[config.mk]
export PLATFORM = sky130hd
export DESIGN_NAME = mecanum_wheel_speed_pi
export DESIGN_NICKNAME = d
export VERILOG_FILES = /design/src/design/mwsp_pkg.sv /design/src/design/mwsp_div.sv /design/src/design/mwsp_mul.sv /design/src/design/mecanum_wheel_speed_pi.sv
export VERILOG_INCLUDE_DIRS = /design/src /design/src/design
export SDC_FILE = /design/constraint.sdc
export NUM_CORES = 2
export LEC_CHECK = 0
export ABC_AREA = 1
export ABC_CLOCK_PERIOD_IN_PS = 10800
export BUFFER_PORTS_ARGS = -buffer_cell sky130_fd_sc_hd__buf_2
export CAP_MARGIN = 20
export CORE_MARGIN = 3
export CORE_UTILIZATION = 59
export DETAILED_ROUTE_END_ITERATION = 7
export GPL_ROUTABILITY_DRIVEN = 0
export HOLD_SLACK_MARGIN = 0.08
export PLACE_DENSITY_LB_ADDON = 0.15
export SYNTH_ARGS = -nofsm -noshare
export SYNTH_HDL_FRONTEND = slang
export SYNTH_SLANG_ARGS = --single-unit
[constraint.sdc]
create_clock -name clk -period 10.8 [get_ports clk]
set_clock_uncertainty 0.05 [all_clocks]
set_input_delay 1.08 -clock clk [delete_from_list [all_inputs] [get_ports clk]]
set_output_delay 1.08 -clock clk [all_outputs]
set_load 0.01 [all_outputs]
[src/design/assert_macros.svh]
// Assertion macros shared by the divider and the top-level design file.
`ifndef ASSERT_MACROS_SVH
`define ASSERT_MACROS_SVH

// Checks a property at every rising clock edge outside reset.
`define ASSERT_CLK(label, prop, msg) \
    label: assert property (@(posedge clk) disable iff (!rst_n) (prop)) else $error(msg);

// Checks an implication at every rising clock edge outside reset.
`define ASSERT_IMPL(label, ante, cons, msg) \
    label: assert property (@(posedge clk) disable iff (!rst_n) (ante) |-> (cons)) \
        else $error(msg);

`endif

[src/design/mwsp_pkg.sv]
package mwsp_pkg;

    localparam int DIVN_W = 48;
    localparam int DIVD_W = 20;
    localparam int MULA_W = 33;
    localparam int MULB_W = 18;
    localparam int PROD_W = MULA_W + MULB_W;
    localparam int HEAD_W = 17;
    localparam int CFG_W  = 40;

    localparam logic [2:0] CFG_GAINS_FL = 3'd0;
    localparam logic [2:0] CFG_GAINS_FR = 3'd1;
    localparam logic [2:0] CFG_GAINS_RL = 3'd2;
    localparam logic [2:0] CFG_GAINS_RR = 3'd3;
    localparam logic [2:0] CFG_GEOMETRY = 3'd4;
    localparam logic [2:0] CFG_SCALE    = 3'd5;
    localparam logic [2:0] CFG_STEP     = 3'd6;
    localparam logic [2:0] CFG_SIGNS    = 3'd7;

    localparam logic [15:0] GEOMETRY_RESET = 16'd840;
    localparam logic [15:0] SCALE_RESET    = 16'd34944;
    localparam logic [15:0] STEP_RESET     = 16'd2621;
    localparam logic [3:0]  SIGNS_RESET    = 4'd5;

    typedef struct packed {
        logic busy;
        logic done;
    } div_stat_t;

    // Shift right with rounding to nearest, ties away from zero.
    function automatic logic signed [63:0] shr_round(input logic signed [63:0] v,
                                                     input int s);
        logic [63:0] m;
        logic [63:0] r;
        m = v[63] ? (64'd0 - 64'(v)) : 64'(v);
        r = (m + (64'd1 << (s - 1))) >> s;
        return v[63] ? signed'(64'd0 - r) : signed'(r);
    endfunction

    function automatic logic signed [15:0] sat16(input logic signed [63:0] v);
        if (v > 64'sd32767)
            return 16'sh7fff;
        else if (v < -64'sd32768)
            return 16'sh8000;
        return v[15:0];
    endfunction

endpackage

[src/design/mwsp_div.sv]
`include "assert_macros.svh"
module mwsp_div (
    input  logic                         clk,
    input  logic                         rst_n,
    input  logic                         start,
    input  logic [mwsp_pkg::DIVN_W-1:0]  dividend,
    input  logic [mwsp_pkg::DIVD_W-1:0]  divisor,
    output mwsp_pkg::div_stat_t          stat,
    output logic [mwsp_pkg::DIVN_W-1:0]  quotient
);
    import mwsp_pkg::*;

    localparam int CNT_W = $clog2(DIVN_W + 1);

    logic [DIVD_W:0]   rem_reg, rem_next;
    logic [DIVN_W-1:0] quo_reg, quo_next;
    logic [DIVD_W-1:0] dvs_reg;
    logic [CNT_W-1:0]  cnt_reg, cnt_next;
    logic              busy_reg, busy_next;
    logic              done_reg, done_next;
    logic [DIVD_W:0]   trial;

    always_comb
    begin
        trial     = {rem_reg[DIVD_W-1:0], quo_reg[DIVN_W-1]};
        rem_next  = rem_reg;
        quo_next  = quo_reg;
        cnt_next  = cnt_reg;
        busy_next = busy_reg;
        done_next = 1'b0;
        if (start)
        begin
            rem_next  = '0;
            quo_next  = dividend;
            cnt_next  = CNT_W'(DIVN_W);
            busy_next = 1'b1;
        end
        else if (busy_reg)
        begin
            if (trial >= {1'b0, dvs_reg})
            begin
                rem_next = trial - {1'b0, dvs_reg};
                quo_next = {quo_reg[DIVN_W-2:0], 1'b1};
            end
            else
            begin
                rem_next = trial;
                quo_next = {quo_reg[DIVN_W-2:0], 1'b0};
            end
            cnt_next = cnt_reg - 1'b1;
            if (cnt_reg == CNT_W'(1))
            begin
                busy_next = 1'b0;
                done_next = 1'b1;
            end
        end
    end

    always_ff @(posedge clk or negedge rst_n)
    begin
        if (!rst_n)
        begin
            cnt_reg  <= '0;
            busy_reg <= 1'b0;
            done_reg <= 1'b0;
        end
        else
        begin
            cnt_reg  <= cnt_next;
            busy_reg <= busy_next;
            done_reg <= done_next;
        end
    end

    always_ff @(posedge clk)
    begin
        rem_reg <= rem_next;
        quo_reg <= quo_next;
        if (start)
            dvs_reg <= divisor;
    end

    assign stat     = {busy_reg, done_reg};
    assign quotient = quo_reg;

    `ASSERT_IMPL(a_div_done_idle, done_reg, !busy_reg, "divider done while busy")
endmodule

[src/design/mwsp_mul.sv]
module mwsp_mul (
    input  logic                                clk,
    input  logic signed [mwsp_pkg::MULA_W-1:0]  a,
    input  logic signed [mwsp_pkg::MULB_W-1:0]  b,
    output logic signed [mwsp_pkg::PROD_W-1:0]  prod
);
    import mwsp_pkg::*;

    logic signed [PROD_W-1:0] prod_reg;

    always_ff @(posedge clk)
    begin
        prod_reg <= a * b;
    end

    assign prod = prod_reg;
endmodule

[src/design/mecanum_wheel_speed_pi.sv]
// A tick runs kinematics, then the four wheel speeds, then a PI step per wheel, and then
// hands the result off. The shared 48-step divider runs once per wheel for the speed and
// once per wheel with a nonzero target for the integral limit; a wheel with a zero target
// skips the divider and the rest of its PI steps, and its integral and drive are cleared.
// Input is not ready while a tick is in work.
// The result sits in an output register, so the next input is taken while it waits.
// Reset clears the integrals and the configuration to its defaults at once.
`include "assert_macros.svh"
module mecanum_wheel_speed_pi #(
    parameter int PWM_MAX = 255
) (
    input  logic                          clk,
    input  logic                          rst_n,
    input  logic                          cfg_we,
    input  logic [2:0]                    cfg_index,
    input  logic [mwsp_pkg::CFG_W-1:0]    cfg_data,
    input  logic                          s_axis_tvalid,
    output logic                          s_axis_tready,
    // command_vx, command_vy, command_yaw, delta_front_left, delta_front_right,
    // delta_rear_left, delta_rear_right, elapsed_us, zero fill
    input  logic [135:0]                  s_axis_tdata,
    // command_stale
    input  logic                          s_axis_tuser,
    output logic                          m_axis_tvalid,
    input  logic                          m_axis_tready,
    // drive_front_left, drive_front_right, drive_rear_left, drive_rear_right,
    // speed_front_left, speed_front_right, speed_rear_left, speed_rear_right, zero fill
    output logic [103:0]                  m_axis_tdata
);
    import mwsp_pkg::*;

    typedef enum logic [11:0] {
        S_IDLE  = 12'b000000000001,
        S_WK    = 12'b000000000010,
        S_TGT   = 12'b000000000100,
        S_SMUL  = 12'b000000001000,
        S_SDIV  = 12'b000000010000,
        S_SWAIT = 12'b000000100000,
        S_PI0   = 12'b000001000000,
        S_PI1   = 12'b000010000000,
        S_PI2   = 12'b000100000000,
        S_PI3   = 12'b001000000000,
        S_PI4   = 12'b010000000000,
        S_DONE  = 12'b100000000000
    } state_t;

    state_t state_reg, state_next;

    logic [CFG_W-1:0] gains_reg [4];
    logic [15:0] geometry_reg, scale_reg, step_reg;
    logic [3:0]  signs_reg;

    logic signed [15:0] vx_reg, vy_reg, yaw_reg;
    logic signed [15:0] delta_reg [4];
    logic [19:0]        elapsed_reg;
    logic signed [15:0] tgt_reg [4];
    logic signed [15:0] spd_reg [4];
    logic [8:0]         drive_reg [4];
    logic signed [31:0] integ_reg [4];
    logic signed [16:0] err_reg;
    logic signed [31:0] itmp_reg;
    logic signed [39:0] kiint_reg;
    logic [1:0]         w_reg;
    logic               m_valid_reg;
    logic [103:0]       m_data_reg;

    logic signed [MULA_W-1:0] mul_a;
    logic signed [MULB_W-1:0] mul_b;
    logic signed [PROD_W-1:0] prod;
    logic                     div_start;
    logic [DIVN_W-1:0]        div_num;
    logic [DIVD_W-1:0]        div_den;
    div_stat_t                div_stat;
    logic [DIVN_W-1:0]        quo;

    logic [15:0]        kp, ki;
    logic [7:0]         base;
    logic signed [HEAD_W:0] head;
    logic [HEAD_W-1:0]  head_pos;
    logic signed [15:0] d_w, tgt_w, spd_w;
    logic [16:0]        d_abs;
    logic               spd_neg;
    logic signed [16:0] err_now;
    logic signed [63:0] wk;
    logic signed [63:0] isum;
    logic signed [31:0] integ_clamped;
    logic [31:0]        limit;
    logic signed [39:0] pi_out;
    logic [39:0]        out_abs;
    logic [24:0]        pwm_mag;
    logic [HEAD_W-1:0]  pwm_sat;
    logic [8:0]         drive_now;
    logic [63:0]        spd_dividend;
    logic signed [15:0] spd_now;

    mwsp_mul u_mul (
        .clk  (clk),
        .a    (mul_a),
        .b    (mul_b),
        .prod (prod)
    );

    mwsp_div u_div (
        .clk      (clk),
        .rst_n    (rst_n),
        .start    (div_start),
        .dividend (div_num),
        .divisor  (div_den),
        .stat     (div_stat),
        .quotient (quo)
    );

    always_comb
    begin
        kp       = gains_reg[w_reg][15:0];
        ki       = gains_reg[w_reg][31:16];
        base     = gains_reg[w_reg][39:32];
        head     = (HEAD_W + 1)'(PWM_MAX) - (HEAD_W + 1)'(base);
        head_pos = head[HEAD_W] ? '0 : head[HEAD_W-1:0];
        d_w      = delta_reg[w_reg];
        tgt_w    = tgt_reg[w_reg];
        spd_w    = spd_reg[w_reg];
        d_abs    = d_w[15] ? (17'd0 - 17'(d_w)) : 17'(d_w);
        spd_neg  = d_w[15] ^ signs_reg[w_reg];
        err_now  = 17'(tgt_w) - 17'(spd_w);
        wk       = shr_round(64'(prod), 12);

        spd_dividend = {28'd0, prod[31:0], 4'd0} + 64'(elapsed_reg >> 1);
        if (!spd_neg)
            spd_now = (quo > DIVN_W'(32767)) ? 16'sh7fff : quo[15:0];
        else
            spd_now = (quo > DIVN_W'(32768)) ? 16'sh8000 : 16'(DIVN_W'(0) - quo);

        isum = 64'(integ_reg[w_reg]) + shr_round(64'(prod), 4);
        limit = (quo > DIVN_W'(32'h7fffffff)) ? 32'h7fffffff : quo[31:0];
        if (ki == 16'd0)
            integ_clamped = itmp_reg;
        else if (itmp_reg > signed'(limit))
            integ_clamped = signed'(limit);
        else if (itmp_reg < -signed'(limit))
            integ_clamped = -signed'(limit);
        else
            integ_clamped = itmp_reg;

        pi_out  = prod[39:0] + kiint_reg;
        out_abs = pi_out[39] ? (40'd0 - 40'(pi_out)) : 40'(pi_out);
        pwm_mag = 25'(base) + 25'(out_abs[39:16]);
        pwm_sat = (pwm_mag > 25'(PWM_MAX)) ? HEAD_W'(PWM_MAX) : pwm_mag[HEAD_W-1:0];
        if (!tgt_w[15] && tgt_w != 16'sd0 && !pi_out[39] && pi_out != 40'sd0)
            drive_now = pwm_sat[8:0];
        else if (tgt_w[15] && pi_out[39])
            drive_now = 9'(HEAD_W'(0) - pwm_sat);
        else
            drive_now = '0;

        mul_a     = '0;
        mul_b     = '0;
        div_start = 1'b0;
        div_num   = spd_dividend[DIVN_W-1:0];
        div_den   = elapsed_reg;
        unique case (state_reg)
            S_WK:
            begin
                mul_a = MULA_W'(yaw_reg);
                mul_b = MULB_W'({2'b00, geometry_reg});
            end
            S_SMUL:
            begin
                mul_a = MULA_W'({1'b0, d_abs});
                mul_b = MULB_W'({2'b00, scale_reg});
            end
            S_SDIV:
                div_start = 1'b1;
            S_PI0:
            begin
                mul_a     = MULA_W'(err_now);
                mul_b     = MULB_W'({2'b00, step_reg});
                div_start = (tgt_w != 16'sd0);
                div_num   = DIVN_W'({head_pos, 28'd0});
                div_den   = DIVD_W'(ki);
            end
            S_PI2:
            begin
                mul_a = MULA_W'(integ_clamped);
                mul_b = MULB_W'({2'b00, ki});
            end
            S_PI3:
            begin
                mul_a = MULA_W'(err_reg);
                mul_b = MULB_W'({2'b00, kp});
            end
            default:
            begin
                mul_a = '0;
            end
        endcase

        state_next = state_reg;
        unique case (state_reg)
            S_IDLE:  if (s_axis_tvalid) state_next = S_WK;
            S_WK:    state_next = S_TGT;
            S_TGT:   state_next = S_SMUL;
            S_SMUL:  state_next = S_SDIV;
            S_SDIV:  state_next = S_SWAIT;
            S_SWAIT:
                if (div_stat.done)
                    state_next = (w_reg == 2'd3) ? S_PI0 : S_SMUL;
            S_PI0:
                if (tgt_w == 16'sd0)
                    state_next = (w_reg == 2'd3) ? S_DONE : S_PI0;
                else
                    state_next = S_PI1;
            S_PI1:   state_next = S_PI2;
            S_PI2:   if (div_stat.done) state_next = S_PI3;
            S_PI3:   state_next = S_PI4;
            S_PI4:   state_next = (w_reg == 2'd3) ? S_DONE : S_PI0;
            S_DONE:  if (!m_valid_reg || m_axis_tready) state_next = S_IDLE;
            default: state_next = S_IDLE;
        endcase
    end

    assign s_axis_tready = (state_reg == S_IDLE);

    always_ff @(posedge clk or negedge rst_n)
    begin
        if (!rst_n)
        begin
            state_reg    <= S_IDLE;
            w_reg        <= '0;
            m_valid_reg  <= 1'b0;
            geometry_reg <= GEOMETRY_RESET;
            scale_reg    <= SCALE_RESET;
            step_reg     <= STEP_RESET;
            signs_reg    <= SIGNS_RESET;
            for (int i = 0; i < 4; i++)
            begin
                gains_reg[i] <= '0;
                integ_reg[i] <= '0;
            end
        end
        else
        begin
            state_reg <= state_next;
            if (cfg_we)
            begin
                unique case (cfg_index)
                    CFG_GAINS_FL: gains_reg[0] <= cfg_data;
                    CFG_GAINS_FR: gains_reg[1] <= cfg_data;
                    CFG_GAINS_RL: gains_reg[2] <= cfg_data;
                    CFG_GAINS_RR: gains_reg[3] <= cfg_data;
                    CFG_GEOMETRY: geometry_reg <= cfg_data[15:0];
                    CFG_SCALE:    scale_reg    <= cfg_data[15:0];
                    CFG_STEP:     step_reg     <= cfg_data[15:0];
                    CFG_SIGNS:    signs_reg    <= cfg_data[3:0];
                    default:      signs_reg    <= signs_reg;
                endcase
            end
            if (state_reg == S_SWAIT && div_stat.done)
                w_reg <= w_reg + 2'd1;
            if (state_reg == S_PI4 || (state_reg == S_PI0 && tgt_w == 16'sd0))
                w_reg <= w_reg + 2'd1;
            if (state_reg == S_PI0 && tgt_w == 16'sd0)
                integ_reg[w_reg] <= '0;
            if (state_reg == S_PI2 && div_stat.done)
                integ_reg[w_reg] <= integ_clamped;
            if (state_reg == S_DONE && (!m_valid_reg || m_axis_tready))
                m_valid_reg <= 1'b1;
            else if (m_valid_reg && m_axis_tready)
                m_valid_reg <= 1'b0;
        end
    end

    always_ff @(posedge clk)
    begin
        if (state_reg == S_IDLE && s_axis_tvalid)
        begin
            vx_reg  <= s_axis_tuser ? 16'sd0 : s_axis_tdata[15:0];
            vy_reg  <= s_axis_tuser ? 16'sd0 : s_axis_tdata[31:16];
            yaw_reg <= s_axis_tuser ? 16'sd0 : s_axis_tdata[47:32];
            for (int i = 0; i < 4; i++)
                delta_reg[i] <= s_axis_tdata[48 + 16*i +: 16];
            elapsed_reg <= (s_axis_tdata[131:112] == 20'd0) ? 20'd1 : s_axis_tdata[131:112];
        end
        if (state_reg == S_TGT)
        begin
            tgt_reg[0] <= sat16(64'(vx_reg) + 64'(vy_reg) - wk);
            tgt_reg[1] <= sat16(64'(vx_reg) - 64'(vy_reg) + wk);
            tgt_reg[2] <= sat16(64'(vx_reg) - 64'(vy_reg) - wk);
            tgt_reg[3] <= sat16(64'(vx_reg) + 64'(vy_reg) + wk);
        end
        if (state_reg == S_SWAIT && div_stat.done)
            spd_reg[w_reg] <= spd_now;
        if (state_reg == S_PI0)
        begin
            err_reg <= err_now;
            if (tgt_w == 16'sd0)
                drive_reg[w_reg] <= '0;
        end
        if (state_reg == S_PI1)
        begin
            if (isum > 64'sd2147483647)
                itmp_reg <= 32'sh7fffffff;
            else if (isum < -64'sd2147483648)
                itmp_reg <= 32'sh80000000;
            else
                itmp_reg <= isum[31:0];
        end
        if (state_reg == S_PI3)
            kiint_reg <= 40'(shr_round(64'(prod), 12));
        if (state_reg == S_PI4)
            drive_reg[w_reg] <= drive_now;
        if (state_reg == S_DONE && (!m_valid_reg || m_axis_tready))
            m_data_reg <= {4'd0, spd_reg[3], spd_reg[2], spd_reg[1], spd_reg[0],
                           drive_reg[3], drive_reg[2], drive_reg[1], drive_reg[0]};
    end

    assign m_axis_tvalid = m_valid_reg;
    assign m_axis_tdata  = m_data_reg;

    `ASSERT_IMPL(a_ready_div_idle, s_axis_tready, !div_stat.busy, "divider busy while ready")
    `ASSERT_IMPL(a_done_in_wait, div_stat.done,
        (state_reg == S_SWAIT) || (state_reg == S_PI2), "divider result outside a wait")
    `ASSERT_CLK(a_accept_blocks, !(s_axis_tvalid && s_axis_tready)
        || (state_next == S_WK), "accepted transfer did not start a tick")
endmodule
Word-level counts from Yosys, hierarchy flattened
Memories as Yosys holds them, arrays and structs flattened. A register that Yosys moved wholly into a read port is not among the register bits.
Index checks and enable logic that the tools add are counted.
{"block": "totals", "register_bits": 658, "latch_bits": 0, "ramBits": 228, "romBits": 0, "output_inout_bits": 106, "wordCells": 243, "n_memories": 4}
{"block": "op_classes", "n_addsub": 25, "multipliers": 1, "div_mod_pow": 0, "n_lt_le_gt_ge": 20, "eq_ne": 25, "shifts": 0, "n_mux": 99, "bitwise": 5, "reduce_logical": 34}
{"name": "delta_reg", "depth": 4, "word_bits": 16, "read_ports": 1, "rd_clocked_by_memory_dff": 0, "write_ports": 4, "line": "mecanum_wheel_speed_pi.sv:54", "source": "logic signed [15:0] delta_reg [4];"}
{"name": "spd_reg", "depth": 4, "word_bits": 16, "read_ports": 5, "rd_clocked_by_memory_dff": 4, "write_ports": 1, "line": "mecanum_wheel_speed_pi.sv:57", "source": "logic signed [15:0] spd_reg [4];"}
{"name": "tgt_reg", "depth": 4, "word_bits": 16, "read_ports": 1, "rd_clocked_by_memory_dff": 0, "write_ports": 4, "line": "mecanum_wheel_speed_pi.sv:56", "source": "logic signed [15:0] tgt_reg [4];"}
{"name": "drive_reg", "depth": 4, "word_bits": 9, "read_ports": 4, "rd_clocked_by_memory_dff": 4, "write_ports": 1, "line": "mecanum_wheel_speed_pi.sv:58", "source": "logic [8:0] drive_reg [4];"}
{"operator": "16-bit two-way mux", "count": 20}
{"operator": "64-bit by 16-bit > comparator with 1-bit output, second input constant", "count": 4}
{"operator": "64-bit by 16-bit less-than comparator with 1-bit output, second input constant", "count": 4}
{"operator": "128-bit two-way mux", "count": 2}
{"operator": "32-bit two-way mux", "count": 8}
{"operator": "64-bit two-way mux", "count": 3}
{"operator": "33-bit one-hot mux with 5 select lines", "count": 1}
{"operator": "12-bit one-hot mux with 12 select lines", "count": 1}
{"operator": "17-bit by 64-bit adder with 64-bit output", "count": 2}
{"operator": "128-bit AND", "count": 1}
{"operator": "128-bit bitwise mux", "count": 1}
{"operator": "128-bit NOT", "count": 1}
{"operator": "17-bit by 64-bit subtractor with 64-bit output", "count": 2}
{"operator": "40-bit two-way mux", "count": 3}
{"operator": "48-bit two-way mux", "count": 2}
{"operator": "40-bit binary-select mux with 2-bit select", "count": 1}
{"operator": "16-bit one-hot mux with 5 select lines", "count": 1}
{"operator": "12-bit two-way mux", "count": 6}
{"operator": "32-bit by 64-bit adder with 64-bit output", "count": 1}
{"operator": "64-bit by 12-bit adder with 64-bit output, second input constant", "count": 1}
{"operator": "64-bit by 4-bit adder with 64-bit output, second input constant", "count": 1}
{"operator": "32-bit binary-select mux with 2-bit select", "count": 1}
{"operator": "32-bit demux with 2-bit select", "count": 1}
{"operator": "64-bit by 32-bit > comparator with 1-bit output, second input constant", "count": 1}
{"operator": "72 further kinds", "count": 140}

Logic depth before layout (Yosys ltp)
{"block": "depth", "depth_word": 12, "ltp_mapped": 70, "mapped_depth_nobuf": 68}

Modules after synthesis
From an unflattened synthesis, not the netlist that was laid out.
{"block": "hier_totals", "hier_cells": 13584, "area_unflattened_um2": 98562.0}
{"mod": "mecanum_wheel_speed_pi", "n_inst": 1, "cells_each": 9721, "area_each_um2": 69410.3}
{"mod": "mwsp_mul", "n_inst": 1, "cells_each": 3180, "area_each_um2": 23694.0}
{"mod": "mwsp_div", "n_inst": 1, "cells_each": 683, "area_each_um2": 5457.7}

Worst setup path before layout
No wires, ideal clock.
{"block": "synth_path", "kind": "register to register", "from": "register u_div.quo_reg[47] (netlist: u_div.quotient[47])", "to": "register u_mul.prod_reg[46] (netlist: u_mul.prod[46])", "setup_time_ns": 0.072, "arrival_ns": 11.372, "t_required_ns": 10.678, "setup_slack_ns": -0.693, "path_stages_with_launch": 60, "cell_sequence": "edfxtp_1 -> nor4_1 -> nand4_1 -> nor2_2 -> inv_2 -> buf_2 -> buf_1 -> clkbuf_1 -> nor2_1 -> ha_1 -> nand2_1 -> nor3_2 -> nand4_1 -> nor3_2 -> nand2_1 -> nor3_1 -> xor2_1 -> ha_1 -> (+24 left out) -> fa_1 -> inv_1 -> ha_1 -> a21oi_1 -> a21boi_0 -> o21ai_0 -> a21boi_0 -> o21bai_1 -> a21oi_1 -> o21ai_0 -> a21boi_0 -> o21ai_0 -> a21oi_1 -> o21ai_0 -> a21boi_0 -> o21ai_0 -> a21oi_1 -> xor2_1"}
{"block": "synth_between", "elab_chain_len": 9, "word_cells_on_any_way": 10, "classes_between": "add/sub: 1; mul: 1; order compare: 3; mux: 5"}
{"item": "start, declared", "line": "mwsp_div.sv:16", "source": "logic [DIVN_W-1:0] quo_reg, quo_next;"}
{"item": "start signal, assigned", "line": "mwsp_div.sv:78", "source": "quo_reg <= quo_next;"}
{"item": "48-bit by 31-bit > comparator with 1-bit output (*)", "line": "mecanum_wheel_speed_pi.sv:135", "source": "limit = (quo > DIVN_W'(32'h7fffffff)) ? 32'h7fffffff : quo[31:0];"}
{"item": "32-bit two-way mux (*)", "line": "mecanum_wheel_speed_pi.sv:135"}
{"item": "32-bit negation", "line": "mecanum_wheel_speed_pi.sv:140, mecanum_wheel_speed_pi.sv:141"}
{"item": "32-bit less-than comparator", "line": "mecanum_wheel_speed_pi.sv:140", "source": "else if (itmp_reg < -signed'(limit))"}
{"item": "32-bit two-way mux", "line": "mecanum_wheel_speed_pi.sv:140"}
{"item": "32-bit two-way mux (*)", "line": "mecanum_wheel_speed_pi.sv:138", "source": "else if (itmp_reg > signed'(limit))"}
{"item": "32-bit two-way mux (*)", "line": "mecanum_wheel_speed_pi.sv:136", "source": "if (ki == 16'd0)"}
{"item": "33-bit one-hot mux with 5 select lines (*)", "line": "mecanum_wheel_speed_pi.sv:161", "source": "unique case (state_reg)"}
{"item": "33-bit by 17-bit multiplier with 50-bit output (*)", "line": "mwsp_mul.sv:13", "source": "prod_reg <= a * b;"}
{"item": "end signal, assigned", "line": "mwsp_mul.sv:13"}
{"item": "end, declared", "line": "mwsp_mul.sv:9", "source": "logic signed [PROD_W-1:0] prod_reg;"}
Every way passes the cells marked *; elsewhere a longest branch is shown, timed or not.
A chain may end at the register's enable or synchronous reset.

Final worst setup path
{"block": "layout_path", "from": "register u_div.quo_reg[45] (netlist: u_div.quotient[45])", "to": "register u_mul.prod_reg[48] (netlist: u_mul.prod[48])"}
The elaborated chain is that of the path after synthesis.

==> reports/qor.yml <==
status: "finished with violations"
failed_checks: "setup timing"
yosysUniqueCellTypes: 78
dieArea_mm2: 0.162
ir_drop_uv: 528
vias: 90186
ys.warnings.count: 0
start_kind: "flip-flop"
wire_per_inst_um: 21.5
comb_power_share: 0.698
p_sw_mw: 16.2
cpMostUsedCell: "fa_1"
largest_reg_flops: 160
wl_met3_um: 37900
grt_pass1_vias: 86955
drtAntennaViolNets: 0
drtIter0Drc: 11200
min_period_over_period: 1.01
worst_slack_ns: -0.0557
io_buffers: 282
relSlewSlack: 0.155
setup_viol: 10
syn_avg_cell_area_um2: 7.46
dr.pass1.iters: 7
clk_path_buf_depth: 3
power_frac_clock: 0.127
synth_enable_flop_cells: 553
slew_violations: 0
maxCapViolCount: 0
cts-htree-levels: 3
cp.required_ns: 11.37
cts.sinks: 986
met2_wirelength_um: 143000
core_area_mm2: 0.155
path_clk_slew_ns: 0.06
fmax_ghz: 0.0921
netlist_area_mm2: 0.0928
worstMarginPinSlew_ns: 1.25
hold_viol_final: 0
path_max_fanout: 9
met1Wirelength_um: 118000
fin_nets: 14242
cp_slowest_stage_delay_ns: 0.55
row_count: 144
gr-total-overflow: 0
yosysTopAreaCell: "edfxtp_1"
grt_pass1_wl_um: 489000
power_mw: 29.8
via_per_inst: 5.97
power.density_mw_per_mm2: 284
drive_gt1_frac: 0.115
routed.top_layer: "met5"
grt_usage: 0.388
crit_type: "flip-flop to flip-flop"
antenna_found_initial: 19
drc_errors: 0
worst_ep_arrival_time_ns: 11.42
r2r_start: "u_div.quotient[45]"
min_period_ns: 10.86
fin_cells: 15103
critPathSlowestCell: "fa_1"
p_seq_frac: 0.175
dp_hpwl_um: 255000
synthTopCellsByArea: "edfxtp_1, fa_1, nand2_1, dfrtp_1, inv_1"
power.internal_mw: 13.6
swShare: 0.545
cts-root-buf: "clkbuf_16"
numCtsBuffers: 103
totalWireLength_um: 324000
grt_setup_unrepaired: "yes"
clk_latency_ns: 0.78
ys_ff_latch: 986
syn_to_final_growth_pct: 13.1
ys_seq_area_frac: 0.292
reg2reg_slack_ns: -0.06
die_y_um: 403
reg2reg_to: "u_mul.prod[48]"
num_io_pins: 291
initial_utilization: 0.598
p_leak_nw: 51.9
grt_max_degree: 179
hold_class: "input port to async pin"
async_reset_ff_frac: 0.368
tritoncts: "built"
ys.flop_type: "edfxtp_1"
die_x_um: 403
r2r.worst_path.cells: 54
placedCellCount: 14832
yosysTopAreaCellShare: 0.179
endpoint_kind: "flip-flop"
syn_inst: 12441
[placed cells by master, fill, tap and decap left out, types with 25 or more instances in the layout]
cell type,count
inv_2,41
xnor2_1,97
o21bai_1,45
nand2_1,2625
fa_1,493
buf_2,281
xor2_1,458
nor2_2,74
a21boi_0,28
nor2_1,1149
o211ai_1,36
nor2_4,34
o21ai_0,769
nor4_1,62
a31oi_1,52
ha_1,562
nor3_1,119
buf_4,499
dfxtp_1,69
dfrtp_1,344
nand4_1,141
ha_4,29
o21a_1,39
o21ai_2,25
a32o_1,33
edfxtp_1,553
nand2_2,51
a21oi_2,34
a21oi_1,908
clkbuf_16,104
o22ai_1,136
nand3_1,420
or2_2,33
o21ai_1,51
inv_1,2127
[Yosys cell counts, types with 11 or more instances]
cell type and n:
inv_1 2167, nor3_1 127, edfxtp_1 553, clkbuf_1 340, a32oi_1 18, nand3b_1 17, buf_2 35, a21boi_0 35
o21ai_0 821, nor2_1 1214, a32o_1 33, dfrtp_1 346, xnor2_1 97, or2_2 48, o2111ai_1 15, a31oi_1 55
nand2_1 2679, o22ai_1 145, ha_1 598, xor2_1 461, a21o_1 15, nand4_1 141, o31ai_1 13, buf_1 35
buf_4 13, o21bai_1 47, clkinv_1 14, nand3_1 422, a21oi_1 947, o21a_1 39, a221oi_1 20, fa_1 505
dfstp_2 17, nor2_4 13, nand2_2 15, and2_1 14, nor2_2 30, o221ai_1 15, nor3_2 11, inv_2 13
o21ai_1 25, dfxtp_1 70, nor4_1 64, o211ai_1 36
[worst max-delay path, delay by kind of cell (launching register included)]
family | cells | cell delay [ns]
DFF | 1 | 0.46
xor gates and xnor gates | 2 | 0.36
buffers and inverters | 10 | 1.18
AOI/OAI and AO/OA | 12 | 1.71
adders and majority gates | 9 | 3.85
and+or+nand+nor | 21 | 3.09
[power by group through the flow]
stage / Sequential [mW] / Clock, mW / Combinational, mW
floorplan: 5.11 / 0 / 14.7
detailed placement: 5.26 / 0 / 19.7
finish: 5.22 / 3.78 / 20.8
global placement: 5.25 / 0 / 19.3
CTS: 5.19 / 3.79 / 19.9
global route: 5.23 / 3.94 / 22.8
[per-layer routing]
metal	global-route usage	vias to the layer above
met4	0.247	12
met2	0.609	5318
li1	-	41106
met3	0.0877	1251
met5	0	-
met1	0.487	42499
[logic make-up (layout without fill, tap and decap cells)]
| kind of cell | Yosys count | after routing | synth area share |
|---|---|---|---|
| fa+ha+maj | 1103 | 1103 | 0.190 |
| flops | 986 | 986 | 0.292 |
| xor+xnor | 567 | 567 | 0.0543 |
| other cells | 2 | 19 | 0.0000810 |
| buf+inv | 2618 | 3219 | 0.107 |
| compound gates | 2338 | 2338 | 0.141 |
| simple gates | 4827 | 4827 | 0.216 |
[worst max-delay path by stage]
stage | start | end | slack [ns] | cells past startpoint
after floorplan | u_div.quotient[40] | u_mul.prod[46] | -0.01 | 61
after global placement | u_div.quotient[41] | u_mul.prod[48] | -0.42 | 61
after detailed placement | u_div.quotient[41] | u_mul.prod[48] | -0.58 | 61
after CTS | u_div.quotient[37] | u_mul.prod[48] | -0.01 | 59
after global routing | u_div.quotient[1] | u_mul.prod[48] | -0.52 | 60
final | u_div.quotient[45] | u_mul.prod[48] | -0.06 | 54
[what timing repair did]
action | in CTS | in global routing
endpoints found under the setup margin | 27 | 31
endpoints found under the hold margin | 0 | 0
pin swaps | 33 | 136
hold buffers | 0 | 0
resized for setup | 72 | 337
setup buffers | 9 | 52
[area by class of cell]
class	count	area (um2)
diodes	14	35.0
clock buffers	133	2780
clock inverters	63	835
fillers	12678	50200
inverters	2195	8310
multi-input cells	8840	57400
flip-flops and latches	986	27100
well taps	2044	2560
repair buffers	828	5960
[stage by stage]
stage	util	area [um2]	setup slack (ns)	hold WS, ns	setup TNS (ns)
after floorplan	-	93000	-0.0139	0.350	-0.0139
after global placement	0.640	99200	-0.418	0.352	-5.41
after detailed placement	0.640	99200	-0.582	0.355	-9.37
after CTS	0.665	103000	-0.0147	0.298	-0.0147
final	0.677	105000	-0.0557	0.267	-0.320
after global routing	0.676	105000	-0.516	0.341	-10.26
Note: power is estimated with default switching activity, not from simulation.
